==> src/card_feed_motor_sequencer_defines.svh <==
// ----------------------------------------------------------------------------
// Card feed motor sequencer: assertion macros
// Shared helpers for the concurrent checks in the RTL files.
// ----------------------------------------------------------------------------
`ifndef CARD_FEED_MOTOR_SEQUENCER_DEFINES_SVH
`define CARD_FEED_MOTOR_SEQUENCER_DEFINES_SVH

// Clocked check on clk, disabled while rst is high.
`define CFMS_ASSERT(label, prop, msg) \
  label: assert property (@(posedge clk) disable iff (rst) (prop)) else $error(msg);

// Clocked check on clk that also holds during reset.
`define CFMS_ASSERT_ALWAYS(label, prop, msg) \
  label: assert property (@(posedge clk) (prop)) else $error(msg);

`endif

==> src/cfms_pkg.sv <==
// ----------------------------------------------------------------------------
// Card feed motor sequencer package
// Types, register indexes, reset values and result codes.
// ----------------------------------------------------------------------------
package cfms_pkg;

  localparam int CfgIndexWidth = 3;
  localparam int CfgDataWidth  = 16;
  localparam int InDataWidth   = 8;
  localparam int OutDataWidth  = 24;

  // Register indexes on the configuration port.
  localparam logic [CfgIndexWidth-1:0] CFG_FAST_POLL      = 3'd0;
  localparam logic [CfgIndexWidth-1:0] CFG_SLOW_POLL      = 3'd1;
  localparam logic [CfgIndexWidth-1:0] CFG_FEED_LIMIT     = 3'd2;
  localparam logic [CfgIndexWidth-1:0] CFG_DRAW_LIMIT     = 3'd3;
  localparam logic [CfgIndexWidth-1:0] CFG_EJECT_LIMIT    = 3'd4;
  localparam logic [CfgIndexWidth-1:0] CFG_EJECT_PREDELAY = 3'd5;
  localparam logic [CfgIndexWidth-1:0] CFG_BACKOFF        = 3'd6;
  localparam logic [CfgIndexWidth-1:0] CFG_ERROR_LIMIT    = 3'd7;

  // Register reset values.
  localparam logic [7:0]  RST_FAST_POLL      = 8'd10;
  localparam logic [7:0]  RST_SLOW_POLL      = 8'd50;
  localparam logic [7:0]  RST_FEED_LIMIT     = 8'd50;
  localparam logic [7:0]  RST_DRAW_LIMIT     = 8'd150;
  localparam logic [7:0]  RST_EJECT_LIMIT    = 8'd40;
  localparam logic [9:0]  RST_EJECT_PREDELAY = 10'd100;
  localparam logic [15:0] RST_BACKOFF        = 16'd30000;
  localparam logic [7:0]  RST_ERROR_LIMIT    = 8'd2;

  // Load and eject outcome codes.
  localparam logic [1:0] LOAD_OK        = 2'd0;
  localparam logic [1:0] LOAD_TIMEOUT   = 2'd1;
  localparam logic [1:0] LOAD_TOO_LONG  = 2'd2;
  localparam logic [1:0] LOAD_TOO_SHORT = 2'd3;
  localparam logic       EJECT_OK       = 1'b0;
  localparam logic       EJECT_TIMEOUT  = 1'b1;

  typedef struct packed {
    logic [7:0]  fast_poll_ticks;
    logic [7:0]  slow_poll_ticks;
    logic [7:0]  feed_limit;
    logic [7:0]  draw_limit;
    logic [7:0]  eject_limit;
    logic [9:0]  eject_predelay_ticks;
    logic [15:0] backoff_ticks;
    logic [7:0]  error_limit;
  } cfg_t;

  typedef struct packed {
    logic switch_one_level;
    logic switch_two_level;
    logic switch_three_level;
    logic host_done_level;
  } item_t;

  typedef struct packed {
    logic       motor_in_on;
    logic       motor_out_on;
    logic       card_ready;
    logic [3:0] phase;
    logic       load_result_valid;
    logic [1:0] load_result;
    logic       eject_result_valid;
    logic       eject_result;
    logic [7:0] fault_level;
  } result_t;

endpackage

==> src/cfms_cfg_regs.sv <==
// ----------------------------------------------------------------------------
// Card feed motor sequencer: configuration registers
// Holds the eight timing and limit registers written by the host port.
// ----------------------------------------------------------------------------
module cfms_cfg_regs (
  input  logic                                clk,
  input  logic                                rst,
  input  logic                                cfg_we,
  input  logic [cfms_pkg::CfgIndexWidth-1:0]  cfg_index,
  input  logic [cfms_pkg::CfgDataWidth-1:0]   cfg_data,
  output cfms_pkg::cfg_t                      cfg
);
  import cfms_pkg::*;

  always_ff @(posedge clk) begin
    if (rst) begin
      cfg.fast_poll_ticks      <= RST_FAST_POLL;
      cfg.slow_poll_ticks      <= RST_SLOW_POLL;
      cfg.feed_limit           <= RST_FEED_LIMIT;
      cfg.draw_limit           <= RST_DRAW_LIMIT;
      cfg.eject_limit          <= RST_EJECT_LIMIT;
      cfg.eject_predelay_ticks <= RST_EJECT_PREDELAY;
      cfg.backoff_ticks        <= RST_BACKOFF;
      cfg.error_limit          <= RST_ERROR_LIMIT;
    end else if (cfg_we) begin
      unique case (cfg_index)
        CFG_FAST_POLL:      cfg.fast_poll_ticks      <= cfg_data[7:0];
        CFG_SLOW_POLL:      cfg.slow_poll_ticks      <= cfg_data[7:0];
        CFG_FEED_LIMIT:     cfg.feed_limit           <= cfg_data[7:0];
        CFG_DRAW_LIMIT:     cfg.draw_limit           <= cfg_data[7:0];
        CFG_EJECT_LIMIT:    cfg.eject_limit          <= cfg_data[7:0];
        CFG_EJECT_PREDELAY: cfg.eject_predelay_ticks <= cfg_data[9:0];
        CFG_BACKOFF:        cfg.backoff_ticks        <= cfg_data;
        CFG_ERROR_LIMIT:    cfg.error_limit          <= cfg_data[7:0];
        default:            cfg.error_limit          <= cfg.error_limit;
      endcase
    end
  end

endmodule

==> src/cfms_core.sv <==
// ----------------------------------------------------------------------------
// Card feed motor sequencer: sequencing core
// Phase machine with a tick timer, a poll counter and a fault count; one tick per step.
// ----------------------------------------------------------------------------
`include "card_feed_motor_sequencer_defines.svh"

module cfms_core (
  input  logic              clk,
  input  logic              rst,
  input  logic              step,
  input  cfms_pkg::item_t   item,
  input  cfms_pkg::cfg_t    cfg,
  output cfms_pkg::result_t result
);
  import cfms_pkg::*;

  typedef enum logic [3:0] {
    PH_STARTUP     = 4'd0,
    PH_WAIT_INSERT = 4'd1,
    PH_SETTLE      = 4'd2,
    PH_FEED        = 4'd3,
    PH_DRAW        = 4'd4,
    PH_READY       = 4'd5,
    PH_EJ_DELAY    = 4'd6,
    PH_EJ_RUN      = 4'd7,
    PH_RUNOUT      = 4'd8,
    PH_BACKOFF     = 4'd9
  } phase_t;

  phase_t      phase_reg, phase_next;
  logic [15:0] tick_timer, tick_timer_next;
  logic [8:0]  poll_count, poll_count_next;
  logic [1:0]  previous_switches, previous_switches_next;
  logic [7:0]  fault_count, fault_count_next;
  logic        ready_latch, ready_latch_next;
  logic        startup_eject, startup_eject_next;

  logic        lvalid, evalid, eres;
  logic [1:0]  lres;
  logic        delay_running;
  logic [1:0]  sample;
  logic [1:0]  prev_raised;
  logic [8:0]  limit_plus_one;
  logic [7:0]  fault_inc;
  logic        poll_switch;

  assign delay_running = tick_timer > 16'd1;
  assign sample        = {item.switch_two_level, item.switch_one_level};
  assign prev_raised   = (sample > previous_switches) ? sample : previous_switches;
  assign fault_inc     = (fault_count == 8'hFF) ? fault_count : fault_count + 8'd1;

  always_comb begin
    unique case (phase_reg)
      PH_FEED:   limit_plus_one = {1'b0, cfg.feed_limit} + 9'd1;
      PH_DRAW:   limit_plus_one = {1'b0, cfg.draw_limit} + 9'd1;
      default:   limit_plus_one = {1'b0, cfg.eject_limit} + 9'd1;
    endcase
    poll_switch = (phase_reg == PH_FEED) ? item.switch_two_level
                                         : item.switch_three_level;
  end

  always_comb begin
    phase_next             = phase_reg;
    tick_timer_next        = tick_timer;
    poll_count_next        = poll_count;
    previous_switches_next = previous_switches;
    fault_count_next       = fault_count;
    ready_latch_next       = ready_latch;
    startup_eject_next     = startup_eject;
    lvalid = 1'b0;
    lres   = LOAD_OK;
    evalid = 1'b0;
    eres   = EJECT_OK;

    unique case (phase_reg)
      PH_WAIT_INSERT: begin
        if (delay_running) begin
          tick_timer_next = tick_timer - 16'd1;
        end else begin
          previous_switches_next = prev_raised;
          // A falling sample after a rise, or both switches closed, is an insert.
          if (sample < prev_raised || sample == 2'd0) begin
            phase_next      = PH_SETTLE;
            tick_timer_next = {8'd0, cfg.slow_poll_ticks};
            poll_count_next = 9'd0;
          end else begin
            poll_count_next = poll_count + 9'd1;
            tick_timer_next = {8'd0, cfg.slow_poll_ticks};
          end
        end
      end
      PH_SETTLE: begin
        if (delay_running) begin
          tick_timer_next = tick_timer - 16'd1;
        end else begin
          phase_next      = PH_FEED;
          tick_timer_next = 16'd0;
          poll_count_next = 9'd0;
        end
      end
      PH_FEED, PH_DRAW: begin
        if (delay_running) begin
          tick_timer_next = tick_timer - 16'd1;
        end else if (poll_count > limit_plus_one) begin
          lvalid             = 1'b1;
          lres               = LOAD_TIMEOUT;
          fault_count_next   = fault_inc;
          startup_eject_next = 1'b0;
          phase_next         = PH_EJ_DELAY;
          tick_timer_next    = {6'd0, cfg.eject_predelay_ticks};
          poll_count_next    = 9'd0;
        end else if (poll_switch) begin
          poll_count_next = poll_count + 9'd1;
          tick_timer_next = {8'd0, cfg.fast_poll_ticks};
        end else if (phase_reg == PH_FEED) begin
          phase_next      = PH_DRAW;
          tick_timer_next = 16'd0;
          poll_count_next = 9'd0;
        end else begin
          lvalid             = 1'b1;
          startup_eject_next = 1'b0;
          poll_count_next    = 9'd0;
          if (!item.switch_one_level) begin
            lres = LOAD_TOO_LONG;
          end else if (item.switch_two_level) begin
            lres = LOAD_TOO_SHORT;
          end else begin
            lres = LOAD_OK;
          end
          if (lres == LOAD_OK) begin
            ready_latch_next = 1'b1;
            phase_next       = PH_READY;
            tick_timer_next  = 16'd0;
          end else begin
            fault_count_next = fault_inc;
            phase_next       = PH_EJ_DELAY;
            tick_timer_next  = {6'd0, cfg.eject_predelay_ticks};
          end
        end
      end
      PH_READY: begin
        if (!item.host_done_level) begin
          ready_latch_next = 1'b0;
          phase_next       = PH_EJ_DELAY;
          tick_timer_next  = {6'd0, cfg.eject_predelay_ticks};
          poll_count_next  = 9'd0;
        end
      end
      PH_EJ_DELAY: begin
        if (delay_running) begin
          tick_timer_next = tick_timer - 16'd1;
        end else begin
          phase_next      = PH_EJ_RUN;
          tick_timer_next = 16'd0;
          poll_count_next = 9'd0;
        end
      end
      PH_EJ_RUN: begin
        if (delay_running) begin
          tick_timer_next = tick_timer - 16'd1;
        end else if (poll_count > limit_plus_one) begin
          evalid          = 1'b1;
          eres            = EJECT_TIMEOUT;
          poll_count_next = 9'd0;
          if (startup_eject) begin
            startup_eject_next     = 1'b0;
            previous_switches_next = 2'd0;
            phase_next             = PH_WAIT_INSERT;
            tick_timer_next        = 16'd0;
          end else begin
            fault_count_next = fault_inc;
            if (fault_inc > cfg.error_limit) begin
              phase_next      = PH_BACKOFF;
              tick_timer_next = cfg.backoff_ticks;
            end else begin
              previous_switches_next = 2'd0;
              phase_next             = PH_WAIT_INSERT;
              tick_timer_next        = 16'd0;
            end
          end
        end else if (item.switch_two_level) begin
          phase_next      = PH_RUNOUT;
          tick_timer_next = {8'd0, cfg.slow_poll_ticks};
          poll_count_next = 9'd0;
        end else begin
          poll_count_next = poll_count + 9'd1;
          tick_timer_next = {8'd0, cfg.slow_poll_ticks};
        end
      end
      PH_RUNOUT: begin
        if (delay_running) begin
          tick_timer_next = tick_timer - 16'd1;
        end else begin
          evalid = 1'b1;
          eres   = EJECT_OK;
          if (!startup_eject) begin
            fault_count_next = 8'd0;
          end
          startup_eject_next     = 1'b0;
          previous_switches_next = 2'd0;
          phase_next             = PH_WAIT_INSERT;
          tick_timer_next        = 16'd0;
          poll_count_next        = 9'd0;
        end
      end
      PH_BACKOFF: begin
        if (delay_running) begin
          tick_timer_next = tick_timer - 16'd1;
        end else begin
          previous_switches_next = 2'd0;
          phase_next             = PH_WAIT_INSERT;
          tick_timer_next        = 16'd0;
          poll_count_next        = 9'd0;
        end
      end
      default: begin
        // Startup, and any code outside the phase list: eject a card left inside.
        poll_count_next = 9'd0;
        if (!item.switch_two_level) begin
          startup_eject_next = 1'b1;
          phase_next         = PH_EJ_DELAY;
          tick_timer_next    = {6'd0, cfg.eject_predelay_ticks};
        end else begin
          startup_eject_next     = 1'b0;
          previous_switches_next = 2'd0;
          phase_next             = PH_WAIT_INSERT;
          tick_timer_next        = 16'd0;
        end
      end
    endcase
  end

  always_ff @(posedge clk) begin
    if (rst) begin
      phase_reg         <= PH_STARTUP;
      tick_timer        <= 16'd0;
      poll_count        <= 9'd0;
      previous_switches <= 2'd0;
      fault_count       <= 8'd0;
      ready_latch       <= 1'b0;
      startup_eject     <= 1'b0;
      result            <= '0;
    end else if (step) begin
      phase_reg                 <= phase_next;
      tick_timer                <= tick_timer_next;
      poll_count                <= poll_count_next;
      previous_switches         <= previous_switches_next;
      fault_count               <= fault_count_next;
      ready_latch               <= ready_latch_next;
      startup_eject             <= startup_eject_next;
      result.motor_in_on        <= (phase_next == PH_FEED) || (phase_next == PH_DRAW);
      result.motor_out_on       <= (phase_next == PH_EJ_RUN) || (phase_next == PH_RUNOUT);
      result.card_ready         <= ready_latch_next;
      result.phase              <= phase_next;
      result.load_result_valid  <= lvalid;
      result.load_result        <= lres;
      result.eject_result_valid <= evalid;
      result.eject_result       <= eres;
      result.fault_level        <= fault_count_next;
    end
  end

  // The ready flag is set on entry to the ready phase and cleared on leaving it.
  `CFMS_ASSERT(a_ready_matches_phase, ready_latch == (phase_reg == PH_READY),
               "card ready flag out of step with ready phase")

  `CFMS_ASSERT(a_motor_exclusive, !(result.motor_in_on && result.motor_out_on),
               "motor driven both ways")

  // A finished load always leads to the ready phase or the eject wait.
  `CFMS_ASSERT(a_load_next_phase,
               !result.load_result_valid || result.phase == PH_READY
               || result.phase == PH_EJ_DELAY,
               "load result reported outside a load exit")

  `CFMS_ASSERT(a_eject_next_phase,
               !result.eject_result_valid || result.phase == PH_WAIT_INSERT
               || result.phase == PH_BACKOFF,
               "eject result reported outside an eject exit")

endmodule

==> src/card_feed_motor_sequencer.sv <==
// ----------------------------------------------------------------------------
// Card feed motor sequencer
// Steps the card feed phase machine once per tick transfer and streams the
// motor, ready and outcome levels out, one result per tick.
// ----------------------------------------------------------------------------
//  Channel   | Direction | Payload
//  s_axis_*  | in        | tdata[3:0]: switch one, two, three, host done levels
//  m_axis_*  | out       | tdata[19:0]: motor, ready, phase, results, fault count
//  cfg_*     | in        | write enable, register index, 16-bit data
//
// One tick per clock cycle while the output is not stalled; a tick waits in the
// input register after transfer and its result then goes to the result register.
// Each tick's state update is one pass through the phase logic, so the
// next tick can follow in the next cycle.
// Synchronous reset puts the machine in the startup phase with its state and
// config registers at their defaults. A stall on the output holds the result
// register and the input register; s_axis_tready falls only when both are full.
// ----------------------------------------------------------------------------
`include "card_feed_motor_sequencer_defines.svh"

module card_feed_motor_sequencer (
  input  logic                                clk,
  input  logic                                rst,
  // switch_one_level, switch_two_level, switch_three_level, host_done_level
  input  logic [cfms_pkg::InDataWidth-1:0]    s_axis_tdata,
  input  logic                                s_axis_tvalid,
  output logic                                s_axis_tready,
  // motor_in_on, motor_out_on, card_ready, phase[3:0], load_result_valid,
  // load_result[1:0], eject_result_valid, eject_result, fault_level[7:0]
  output logic [cfms_pkg::OutDataWidth-1:0]   m_axis_tdata,
  output logic                                m_axis_tvalid,
  input  logic                                m_axis_tready,
  input  logic                                cfg_we,
  input  logic [cfms_pkg::CfgIndexWidth-1:0]  cfg_index,
  input  logic [cfms_pkg::CfgDataWidth-1:0]   cfg_data
);
  import cfms_pkg::*;

  cfg_t    cfg;
  item_t   in_item;
  logic    in_valid;
  logic    step;
  result_t result;

  assign step          = in_valid && (!m_axis_tvalid || m_axis_tready);
  assign s_axis_tready = !in_valid || step;

  always_ff @(posedge clk) begin
    if (rst) begin
      in_valid      <= 1'b0;
      m_axis_tvalid <= 1'b0;
    end else begin
      if (s_axis_tready) begin
        in_valid <= s_axis_tvalid;
      end
      if (step) begin
        m_axis_tvalid <= 1'b1;
      end else if (m_axis_tready) begin
        m_axis_tvalid <= 1'b0;
      end
    end
  end

  always_ff @(posedge clk) begin
    if (s_axis_tready && s_axis_tvalid) begin
      in_item.switch_one_level   <= s_axis_tdata[0];
      in_item.switch_two_level   <= s_axis_tdata[1];
      in_item.switch_three_level <= s_axis_tdata[2];
      in_item.host_done_level    <= s_axis_tdata[3];
    end
  end

  cfms_cfg_regs u_cfg_regs (
    .clk       (clk),
    .rst       (rst),
    .cfg_we    (cfg_we),
    .cfg_index (cfg_index),
    .cfg_data  (cfg_data),
    .cfg       (cfg)
  );

  cfms_core u_core (
    .clk    (clk),
    .rst    (rst),
    .step   (step),
    .item   (in_item),
    .cfg    (cfg),
    .result (result)
  );

  assign m_axis_tdata = {4'd0, result.fault_level, result.eject_result,
                         result.eject_result_valid, result.load_result,
                         result.load_result_valid, result.phase, result.card_ready,
                         result.motor_out_on, result.motor_in_on};

  // The core only steps when the result register is free or being drained.
  `CFMS_ASSERT(a_step_fills_output, step |=> m_axis_tvalid,
               "stepped tick did not reach the output register")

  `CFMS_ASSERT(a_stall_holds_core, (m_axis_tvalid && !m_axis_tready) |-> !step,
               "core stepped while the result was stalled")

  `CFMS_ASSERT_ALWAYS(a_reset_empties, rst |=> (!in_valid && !m_axis_tvalid),
                      "pipeline not empty after reset")

endmodule
==> config.mk <==
export PLATFORM = sky130hd
export DESIGN_NAME = card_feed_motor_sequencer
export DESIGN_NICKNAME = d
export VERILOG_FILES = /design/src/cfms_pkg.sv /design/src/cfms_cfg_regs.sv /design/src/cfms_core.sv /design/src/card_feed_motor_sequencer.sv
export VERILOG_INCLUDE_DIRS = /design/src /design/src/src
export SDC_FILE = /design/constraint.sdc
export NUM_CORES = 1
export LEC_CHECK = 0
export ABC_AREA = 1
export CORE_UTILIZATION = 50
export CTS_BUF_LIST = sky130_fd_sc_hd__clkbuf_4 sky130_fd_sc_hd__clkbuf_8
export CTS_CLUSTER_SIZE = 28
export DETAILED_ROUTE_END_ITERATION = 8
export DONT_BUFFER_PORTS = 1
export GPL_TIMING_DRIVEN = 0
export PLACE_DENSITY = 0.64
export SKIP_CTS_REPAIR_TIMING = 1
export SLEW_MARGIN = 20
export SYNTH_ARGS = -nofsm -noshare
export SYNTH_HDL_FRONTEND = slang
export SYNTH_SLANG_ARGS = --single-unit
==> constraint.sdc <==
create_clock -name clk -period 4.35 [get_ports clk]
set_input_delay 0.87 -clock clk [delete_from_list [all_inputs] [get_ports clk]]
set_output_delay 0.87 -clock clk [all_outputs]
set_load 0.01 [all_outputs]
# Word-level counts from Yosys, hierarchy flattened
# Index checks and enable logic that the tools add are counted.
[op_classes] addsub=6 n_mul=0 div_mod_pow=0 order_cmp=5 n_eq_ne=39 shift=0 muxes=106 n_bitwise=2 reduce_logical=35
[op_table] operator="16-bit two-way mux" count=11
[op_table] operator="9-bit two-way mux" count=10
[op_table] operator="8-bit two-way mux" count=11
[op_table] operator="16-bit one-hot mux with 5 select lines" count=1
[op_table] operator="4-bit two-way mux" count=15
[op_table] operator="9-bit one-hot mux with 5 select lines" count=1
[op_table] operator="2-bit two-way mux" count=21
[op_table] operator="4-bit one-hot mux with 7 select lines" count=1
[op_table] operator="8-bit by 1-bit adder with 9-bit output, second input constant" count=3
[op_table] operator="1-bit two-way mux" count=26
[op_table] operator="4-bit by 3-bit equality test with 1-bit output, second input constant" count=6
[op_table] operator="2-bit != test, second input constant" count=12
[op_table] operator="8-bit one-hot mux with 3 select lines" count=1
[op_table] operator="8-bit AND reduction" count=3
[op_table] operator="10-bit two-way mux" count=2
[op_table] operator="9-bit one-hot mux with 2 select lines" count=1
[op_table] operator="2-bit AND reduction" count=9
[op_table] operator="16-bit by 1-bit > comparator with 1-bit output, second input constant" count=1
[op_table] operator="16-bit by 1-bit subtractor with 16-bit output, second input constant" count=1
[op_table] operator="3-bit equality test, second input constant" count=4
[op_table] operator="4-bit by 2-bit equality test with 1-bit output, second input constant" count=3
[op_table] operator="4-bit equality test, second input constant" count=3
[op_table] operator="11-bit AND reduction" count=1
[op_table] operator="5-bit OR reduction" count=2
[op_table] operator="other kinds (29)" count=44
[totals] regBits=128 latch_bits=0 mem_bits_rw=0 romBits=0 in_bits=32 output_inout_bits=26 elab_cells=220 n_memories=0

# Longest topological paths before layout
# Gate-level depths: netlist of the first run.
[logic_depth] word_depth=16 ltp_mapped=29 mapped_depth_nobuf=27

# By module
# From an unflattened synthesis of the first run, not the netlist that was laid out.
[hier_totals] cells_unflattened=1194 area_unflattened_um2=7751.2
[modules_own_cells] mod="cfms_core" n_inst=1 cells_per_inst=767 area_per_inst_um2=4653.2 seq_area_each_um2=960.9
[modules_own_cells] mod="cfms_cfg_regs" n_inst=1 cells_per_inst=406 area_per_inst_um2=2852.7 seq_area_each_um2=1481.4
[modules_own_cells] mod="card_feed_motor_sequencer" n_inst=1 cells_per_inst=21 area_per_inst_um2=245.2 seq_area_each_um2=160.2

# Least setup slack after synthesis of the first run
# Ideal clock, no wire load.
[synth_path] path_type="register to register" from="register, netlist name u_core.result[13]" to="register u_core.fault_count[3]" setup_ns=0.117 arrival_ns=3.311 required_ns=4.233 setup_slack_ns=0.922 stages_incl_launch_ff=26 path_buffers=1 period_less_slack_ns=3.428 path_cell_list="dfxtp_1 -> nand2_4 -> clkinv_4 -> nand2_4 -> nand2_8 -> inv_4 -> a21oi_1 -> inv_1 -> ha_1 -> nand3_1 -> nor2_1 -> nand2_1 -> xor2_1 -> ha_1 -> nand2_1 -> nor2_4 -> nand3b_1 -> nand3_2 -> nand2_1 -> nand2_1 -> o21ai_1 -> nor3_4 -> nand2_2 -> buf_6 -> o21ai_1 -> a21oi_1"
[synth_lines] element="end signal: assignment" line="cfms_core.sv:248" text="fault_count <= fault_count_next;"
[synth_lines] element="end: declaration" line="cfms_core.sv:34" text="logic [7:0] fault_count, fault_count_next;"

==> qor.csv, run 1 <==
stage;metric;value;unit
outcome;status;completed;
final_layout;share of cells above drive strength 1;9.49;%
grt;first-pass GRT wire length;35800;um
die;Die Wd;125;um
synthesis;gate count of the mapped netlist;1114;
timing;worst hold slack;457;ps
clocking;H-Tree Depth;4;
critical_path;Crit. End Element;register;
final_layout;Final Net Count;1194;
synthesis;Seq cells post-synth;128;
timing;# setup viols final;0;
synthesis;ys async rst share;0;%
timing;final cycle utilization of the critical path;92.4;%
pwr;Sequential Power Share;42.7;%
pwr;Worst IR Drop VDD;230;uV
timing;Final TNS setup;0;ps
place;RePlAce Congestion;0.955;
clocking;CTS clock-pin slew for the worst setup and hold paths;80;ps
timing;Max-slew headroom;52.4;%
grt;initial antenna violation count;0;
timing;RSZ-0062 raised after global routing;no;
synthesis;synth top area cells;dfxtp_1 (33%), nand2_1 (11%), nor2_1 (7.0%);
place;DP HPWL;16300;um
timing;FMAX;0.249;GHz
synthesis;number of synthesized flops with an enable pin;4;
clocking;Clk Latency, worst-skew pair;460;ps
grt;aggregate global routing overflow;0;
clocking;number of buffers created by CTS;17;
synthesis;Post-synth top cells;nand2_1 (226), nor2_1 (141), inv_1 (130);
pwr;NetSw;0.982;mW
drt;vias;7218;
pwr;Comb pwr share;21.1;%
grt;met1 usage;41.0;%
place;Port-buffer cells;0;
pwr;Internal;1.98;mW
clocking;TritonCTS Sinks;128;
job;max_cap viols;0;
die;die area;15600;um^2
die;initial core utilization;51.6;%
pwr;Sw Ratio;33.2;%
final_layout;number of fill cells;1453;
timing;Tmin final;4020;ps
synthesis;Post-Syn Area;7530;um^2
timing;final hold vios;0;
die;num ports;58;
timing;Slew Limit Fails;0;
die;Die Ht;125;um
grt;met3 usage;4.77;%
final_layout;Antenna Cells;0;
clocking;clock tree from TritonCTS;done;
synthesis;Synth top area share;33.0;%
pwr;clock share of power;36.1;%
drt;DRT iter0 DRCs;572;
synthesis;sequential share of the synthesized area;34.6;%
die;CORE AREA;14600;um^2
timing;skew final;14.5;ps
critical_path;Critical Path RT;4710;ps
drt;WL per Instance;16.3;um
synthesis;synth warn;0;
critical_path;WP data arrival;4380;ps
critical_path;largest fanout on the critical path;10;
die;Rows;44;
clocking;CTS root buffer;clkbuf_8;
critical_path;reg2reg setup slack;330;ps
timing;worst slew pin tran;713;ps
worst_hold_path;class of the worst hold path;reg -> reg;
drt;DRC;0;
drt;routed wire length;21700;um
grt;busiest grt layer;met2;
critical_path;Setup Crit Path Kind;reg -> reg;
grt;vias in the first global route;6672;
synthesis;cell taking the most area after synthesis;dfxtp_1;
clocking;CTS max path bufs;2;
critical_path;critical path startpoint category;register;
grt;largest net degree at the start of global routing;17;
pwr;power density over the cells;361;nW/um^2
synthesis;Syn Area/Cell;6.76;um^2
final_layout;P&R area growth vs syn;8.77;%
drt;final antenna-violating net count;0;
synthesis;Synth Flop Type;dfxtp_1;
drt;vias per inst;5.41;
drt;Pre-antenna DRT Iters;6;
grt;met2 usage;44.5;%
synthesis;synth unique cells;50;
synthesis;most frequent cell after synthesis;nand2_1;
grt;GRT Total Usage;29.1;%
pwr;LEAKAGE;3.77;nW
==> cell type report <==
cell class / instances / area (um^2) / share of cell area, %
Buffer: 42 / 225 / 2.75
Clock buffer: 21 / 277 / 3.38
Clock inverter: 11 / 130 / 1.59
Inverter: 145 / 552 / 6.73
Multi-Input combinational cell: 802 / 4170 / 50.9
Sequential cell: 128 / 2610 / 31.8
Tap cell: 184 / 230 / 2.81
==> power groups by stage <==
stage               Clock [mW]  Sequential [mW]  Combinational, mW
floorplan                    0             1.28              0.467
global placement             0             1.29              0.611
detailed placement           0             1.29              0.612
CTS                       1.08             1.26              0.617
global route              1.12             1.27              0.704
finish                    1.07             1.27              0.625
==> kinds of logic (layout without fill, tap and decap cells) <==
logic type | after synthesis | after routing | synth area share [%]
AOI/OAI and AO/OA | 237 | 237 | 17.2
DFF | 128 | 128 | 34.6
xor gates and xnor gates | 26 | 26 | 3.02
buffers and inverters | 187 | 219 | 10.3
and+or+nand+nor | 509 | 509 | 30.6
other | 1 | 4 | 0.0498
adders and majority gates | 26 | 26 | 4.32
==> final timing paths <==
check                      from               endpoint  cells after the start
max           u_core.result[14]  u_core.fault_count[3]                     27
min          u_cfg_regs.cfg[48]     u_cfg_regs.cfg[48]                      2
max reg2reg   u_core.result[14]  u_core.fault_count[3]                     27
min reg2reg  u_cfg_regs.cfg[48]     u_cfg_regs.cfg[48]                      2
==> registers in the layout (all words and copies together) (netlist names) <==
register and count:
u_core.poll_count 9, u_cfg_regs.cfg 74, in_valid 1, u_core.ready_latch 1, m_axis_tvalid 1, u_core.fault_count 8, u_core.result 11, u_core.previous_switches 2
in_item 4, u_core.tick_timer 16, u_core.startup_eject 1
==> through the flow <==
stage / power, mW / std cells / util, % / setup slack, ps / cell area [um^2]
floorplan: 1.75 / 1117 / - / 922 / 7540
global placement: 1.90 / 1301 / 53.3 / 93.7 / 7770
detailed placement: 1.90 / 1301 / 53.3 / 33.1 / 7770
CTS: 2.96 / 1333 / 56.1 / 12.5 / 8180
global route: 3.10 / 1333 / 56.2 / 24.8 / 8190
finish: 2.96 / 1333 / 56.2 / 332 / 8190
==> worst max-delay path, stage by stage (launching register included) <==
cell	delay [ps]
dfxtp_1	350
buf_6	160
nand2_4	120
clkinv_4	70
nand2_4	140
nand2_8	90
inv_4	150
nand2_1	70
nand3_1	130
ha_1	200
nand3_1	120
nor2_1	150
nand2_1	80
xor2_1	150
ha_1	290
nand2_1	80
nor2_4	100
nand3b_1	100
nand3_2	130
nand2_1	120
buf_6	170
nand2_1	80
nor2_1	70
nor3_4	270
nand2_2	150
buf_6	170
o21ai_1	120
a21oi_1	50
==> cell usage in the layout (no fill, tap or decap), drive strengths merged, types with 5 or more instances in the layout <==
cell type  Yosys  final
nand4         12     12
buf           22     22
nor2         156    156
a21oi        101    101
nor3          17     17
clkbuf        20     41
ha            26     26
o21ai         99     99
dfxtp        124    124
nand2        237    237
nand3         81     81
o211ai        12     12
o22ai         11     11
xor2          22     22
clkinv         5     10
nand3b         5      5
inv          140    142
==> metal layers <==
metal | wire length [um] | vias to the layer above
li1 | - | 3659
met1 | 10200 | 3275
met2 | 9610 | 240
met3 | 1360 | 44
met4 | 548 | 0
met5 | 0 | -
No activity file was read; power rests on OpenSTA's default activity.
==> inputs of run 2 (changes only) <==
==> constraint.sdc (replaced) <==
create_clock -name clk -period 4.35 [get_ports clk]
set_input_delay 0 -clock clk [delete_from_list [all_inputs] [get_ports clk]]
set_output_delay 0 -clock clk [all_outputs]
set_load 0.01 [all_outputs]
==> run 2 against run 1 <==
  * The run now ends with hold timing left
  * Non-clock buffer count grew 21
  * Count of clock-buffer cells in the layout unchanged
  * Global-route usage unchanged
  * Maximum frequency is essentially flat
  * Worst hold slack lost 540 ps
  * First-iteration DRC count is 12% higher
  * Clock power barely moved
  * Total power rose by 0.74%
==> qor.csv, run 2 (synthesis results as in run 1) <==
stage;metric;value;unit
worst_hold_path;Hold Startpoint;cfg_index[0];
pwr;power density over the cells;355;nW/um^2
grt;vias in the first global route;6672;
clocking;CTS clock-pin slew for the worst setup and hold paths;80;ps
die;num ports;58;
die;initial core utilization;51.6;%
clocking;number of buffers created by CTS;17;
place;dpl cell area;7770;um^2
die;Die Wd;125;um
final_layout;footprint of the multi-input gates;4170;um^2
final_layout;most common cell after layout, fill and taps aside;nand2_1;
final_layout;fin area;8410;um^2
final_layout;final non-filler cell total;1355;
timing;Tmin final;4010;ps
critical_path;Setup Crit Path Kind;reg -> reg;
die;CORE AREA;14600;um^2
grt;initial antenna violation count;1;
final_layout;largest registers;u_cfg_regs.cfg x74, u_core.tick_timer x16, u_core.result x11;
worst_hold_path;Worst Hold End;u_cfg_regs.cfg[69];
final_layout;most frequent cells in the layout;nand2_1 (225), nor2_1 (140), inv_1 (130);
grt;GRT Total Usage;29.1;%
timing;skew final;12.3;ps
clocking;CTS max path bufs;2;
timing;Slew Limit Fails;0;
clocking;H-Tree Depth;4;
critical_path;cell count of the worst reg-to-reg path;27;
final_layout;P&R area growth vs syn;11.6;%
drt;DRC;0;
critical_path;Crit. End Element;register;
job;max_cap viols;0;
outcome;status;finished, violations left;
timing;final cycle utilization of the critical path;92.3;%
critical_path;Critical Path RT;4710;ps
drt;vias per inst;5.44;
pwr;Worst IR Drop VDD;228;uV
timing;Final TNS setup;0;ps
final_layout;share of cells above drive strength 1;9.32;%
timing;RSZ-0062 raised after global routing;no;
drt;WL per Instance;16.3;um
final_layout;number of fill cells;1441;
timing;worst slew pin tran;720;ps
final_layout;number of flip-flops in the largest register;74;
die;Die Ht;125;um
clocking;clock tree from TritonCTS;done;
timing;# setup viols final;0;
worst_hold_path;class of the worst hold path;in -> reg;
final_layout;register area;2610;um^2
critical_path;largest fanout on the critical path;10;
outcome;failing checks;hold timing;
final_layout;Most flops, register;u_cfg_regs.cfg;
clocking;TritonCTS Sinks;128;
drt;final antenna-violating net count;0;
pwr;LEAKAGE;3.86;nW
clocking;CTS root buffer;clkbuf_8;
grt;first-pass GRT wire length;35800;um
critical_path;WP data arrival;4380;ps
grt;largest net degree at the start of global routing;17;
timing;Max-slew headroom;52.0;%
place;DP HPWL;16300;um
drt;routed wire length;22000;um
critical_path;Max stage delay cell, worst path;dfxtp_1;
timing;worst hold slack;-83.1;ps
clocking;Clk Latency, worst-skew pair;460;ps
drt;vias;7367;
critical_path;FF-to-FF End;u_core.fault_count[3];
timing;FMAX;0.249;GHz
critical_path;slowest stage delay, CP;350;ps
grt;aggregate global routing overflow;0;
critical_path;FF-to-FF Start;u_core.result[14];
die;die area;15600;um^2
place;DP Cell Count;1301;
die;Rows;44;
critical_path;reg2reg setup slack;340;ps
final_layout;Final Net Count;1215;
place;RePlAce Congestion;0.955;
critical_path;CP most frequent cell;nand2_1;
drt;DRT iter0 DRCs;640;
place;Port-buffer cells;0;
drt;Pre-antenna DRT Iters;6;
worst_hold_path;hold path cells;5;
critical_path;critical path startpoint category;register;
timing;final hold vios;22;
-- run 2: cell types whose count changed in the layout (fill, tap and decap cells not counted), sizes merged --
cell / change
diode: +1
dlygate4sd3: +21
-- run 2: how the worst max path moves through the flow --
stage                                  from                     to  slack [ps]
after CTS                 u_core.result[13]  u_core.fault_count[5]          10
final                     u_core.result[14]  u_core.fault_count[3]         340
after detailed placement  u_core.result[13]  u_core.fault_count[3]          30
after global routing      u_core.result[14]  u_core.fault_count[5]          20
after global placement    u_core.result[13]  u_core.fault_count[3]          90
after floorplan           u_core.result[13]  u_core.fault_count[3]         920
-- run 2: cell type report --
class / instances / area share, %
Tap cell: 184 / 2.74
Timing Repair Buffer: 21 / 2.50
Inverter: 145 / 6.56
Clock buffer: 21 / 3.29
Antenna cell: 1 / 0.0298
Multi-Input combinational cell: 802 / 49.6
Sequential cell: 128 / 31.0
Clock inverter: 11 / 1.55
Buffer: 42 / 2.68
-- run 2: worst max-delay path: cells and delay by family, from the launching register on --
kind | cells | cell delay (ps)
fa+ha+maj | 2 | 490
buf+inv | 5 | 720
xor+xnor | 1 | 150
compound gates | 2 | 170
simple gates | 17 | 2000
flops | 1 | 350
-- run 2: through the flow --
stage	hold slack (ps)	worst slack, ps	total power, mW	utilization, %
finish	-83.1	336	2.98	57.6
global route	4.83	20.2	3.12	57.6
CTS	-390	12.5	2.96	56.1
detailed placement	98.9	33.1	1.90	53.3
global placement	98.9	93.7	1.90	53.3
floorplan	98.9	922	1.75	-
-- run 2: routing by layer --
metal / global-route usage (%) / vias up / part of all wire [%]
li1: - / 3715 / -
met1: 41.0 / 3366 / 47
met2: 44.5 / 237 / 44
met3: 4.77 / 49 / 6.3
met4: 10.9 / 0 / 2.6
met5: 0 / - / 0
-- run 2: report_power, final --
group | internal, mW | switching (mW) | leakage (nW)
Sequential | 1.22 | 0.0405 | 1.05
Clock | 0.556 | 0.513 | 0.204
Combinational | 0.209 | 0.438 | 2.60
Total | 1.99 | 0.992 | 3.86
==> inputs of run 3 (changes only) <==
--- a/config.mk
+++ b/config.mk
@@ -7,6 +7,7 @@
 export NUM_CORES = 1
 export LEC_CHECK = 0
 export ABC_AREA = 1
+export CORE_MARGIN = 8
 export CORE_UTILIZATION = 50
 export CTS_BUF_LIST = sky130_fd_sc_hd__clkbuf_4 sky130_fd_sc_hd__clkbuf_8
 export CTS_CLUSTER_SIZE = 28
==> run 3 against run 2 <==
  * Highest routed layer unchanged
  * The flow still finishes with violations (hold timing)
  * Critical path type unchanged
  * Sequential power about the same
  * Cell area up 0.83%
  * Critical path depth unchanged
==> qor.csv, run 3 (synthesis results as in run 1) <==
stage;metric;value;unit
critical_path;Setup Crit Path Kind;reg -> reg;
place;RePlAce Congestion;0.934;
critical_path;Critical Path Start;u_core.result[14];
critical_path;CP most frequent cell;buf_6;
pwr;Worst IR Drop VDD;221;uV
grt;vias in the first global route;6413;
drt;vias per inst;5.36;
final_layout;Most flops, register;u_cfg_regs.cfg;
grt;largest net degree at the start of global routing;17;
critical_path;Max stage delay cell, worst path;dfxtp_1;
timing;Max-slew headroom;50.5;%
grt;initial antenna violation count;2;
final_layout;most frequent cells in the layout;nand2_1 (225), nor2_1 (138), inv_1 (130);
place;DP HPWL;16500;um
die;Die Wd;139;um
critical_path;critical path startpoint category;register;
final_layout;most common cell after layout, fill and taps aside;nand2_1;
final_layout;Final Util;56.6;%
final_layout;fin area;8480;um^2
grt;GRT Total Usage;22.4;%
outcome;failing checks;hold timing;
clocking;Clk Latency, worst-skew pair;450;ps
critical_path;WP data arrival;4400;ps
pwr;PnR Total Power;3.05;mW
timing;RSZ-0062 raised after global routing;no;
timing;worst hold slack;-40.2;ps
worst_hold_path;hold path cells;5;
timing;# setup viols final;0;
timing;final hold vios;18;
timing;Tmin final;4070;ps
timing;worst slew pin tran;739;ps
place;Port-buffer cells;0;
drt;WL per Instance;16.1;um
worst_hold_path;Worst Hold End;u_cfg_regs.cfg[69];
timing;FMAX;0.246;GHz
grt;aggregate global routing overflow;0;
drt;DRC;0;
final_layout;number of flip-flops in the largest register;74;
job;max_cap viols;0;
die;CORE AREA;15000;um^2
final_layout;Final Net Count;1218;
clocking;clock tree from TritonCTS;done;
clocking;TritonCTS Sinks;128;
worst_hold_path;class of the worst hold path;in -> reg;
drt;routed wire length;22000;um
critical_path;CP top delay family;simple AND/OR/NAND/NOR gates;
place;dpl cell area;7780;um^2
die;Die Ht;139;um
critical_path;FF-to-FF Start;u_core.result[14];
pwr;power density over the cells;360;nW/um^2
pwr;LEAKAGE;3.88;nW
drt;final antenna-violating net count;0;
critical_path;Critical Path RT;4690;ps
critical_path;critical path buffer and inverter count;7;
die;num ports;58;
drt;vias;7301;
outcome;status;finished, violations left;
grt;first-pass GRT wire length;34700;um
die;die area;19200;um^2
die;initial core utilization;50.3;%
die;Rows;45;
clocking;number of buffers created by CTS;17;
critical_path;cell count of the worst reg-to-reg path;27;
drt;Pre-antenna DRT Iters;6;
critical_path;largest fanout on the critical path;10;
critical_path;Crit. End Element;register;
final_layout;share of cells above drive strength 1;9.38;%
clocking;CTS clock-pin slew for the worst setup and hold paths;80;ps
drt;DRT iter0 DRCs;624;
critical_path;FF-to-FF End;u_core.fault_count[3];
critical_path;slowest stage delay, CP;350;ps
timing;skew final;8.44;ps
clocking;CTS max path bufs;2;
final_layout;P&R area growth vs syn;12.5;%
clocking;H-Tree Depth;4;
critical_path;reg2reg setup slack;280;ps
timing;Slew Limit Fails;0;
worst_hold_path;Hold Startpoint;cfg_index[0];
timing;Final TNS setup;0;ps
final_layout;largest registers;u_cfg_regs.cfg x74, u_core.tick_timer x16, u_core.result x11;
clocking;CTS root buffer;clkbuf_8;
timing;final cycle utilization of the critical path;93.5;%
[run 3: cell count changes in the layout (fill, tap and decap cells not counted), moves of 2 or more]
| cell | before | now |
|---|---|---|
| inv_6 | 1 | 4 |
| nor2_1 | 140 | 138 |
| dlygate4sd3_1 | 21 | 24 |
| nor2_2 | 8 | 10 |
| clkinv_4 | 5 | 2 |
[run 3: per-layer routing]
metal  part of all wire, %  routed length [um]  global-route usage [%]
met5                     0                   0                       0
met3                   6.8                1500                    3.92
met1                    47               10300                    30.5
met4                   2.6                 582                    8.72
met2                    44                9680                    34.5
[run 3: how the worst max path moves through the flow]
stage,cells past startpoint,slack (ps),endpoint
after global routing,27,20,u_core.fault_count[3]
after floorplan,25,920,u_core.fault_count[3]
after global placement,22,110,u_core.fault_count[3]
after detailed placement,22,50,u_core.fault_count[3]
after CTS,22,4,u_core.fault_count[3]
final,27,280,u_core.fault_count[3]
[run 3: layout make-up]
class                   instances  area, um^2
clock inverters                11         151
flip-flops and latches        128        2610
well taps                     188         235
diodes                          2        5.00
fillers                      1503        6500
repair buffers                 24         240
inverters                     145         552
multi-input cells             802        4180
plain buffers                  42         225
clock buffers                  21         283
[run 3: worst reg2reg max path, delay by kind of cell (launching register included)]
family	cells	cell delay, ps
and+or+nand+nor	15	1860
AOI/OAI and AO/OA	3	300
xor gates and xnor gates	1	160
adders and majority gates	1	290
buffers and inverters	7	990
DFF	1	350
[run 3: where the power goes]
part / switching (mW) / internal (mW) / leakage (nW)
clock: 0.510 / 0.626 / 0.221
sequential: 0.0403 / 1.22 / 1.05
combinational: 0.438 / 0.210 / 2.61
total: 0.989 / 2.06 / 3.88
[run 3: through the flow]
step                hold slack (ps)  instances  worst slack, ps
global route                   1.04       1363             23.2
finish                        -40.2       1363              284
floorplan                      98.9       1117              922
detailed placement             98.9       1305             48.7
global placement               98.9       1305              111
CTS                            -375       1337             4.50
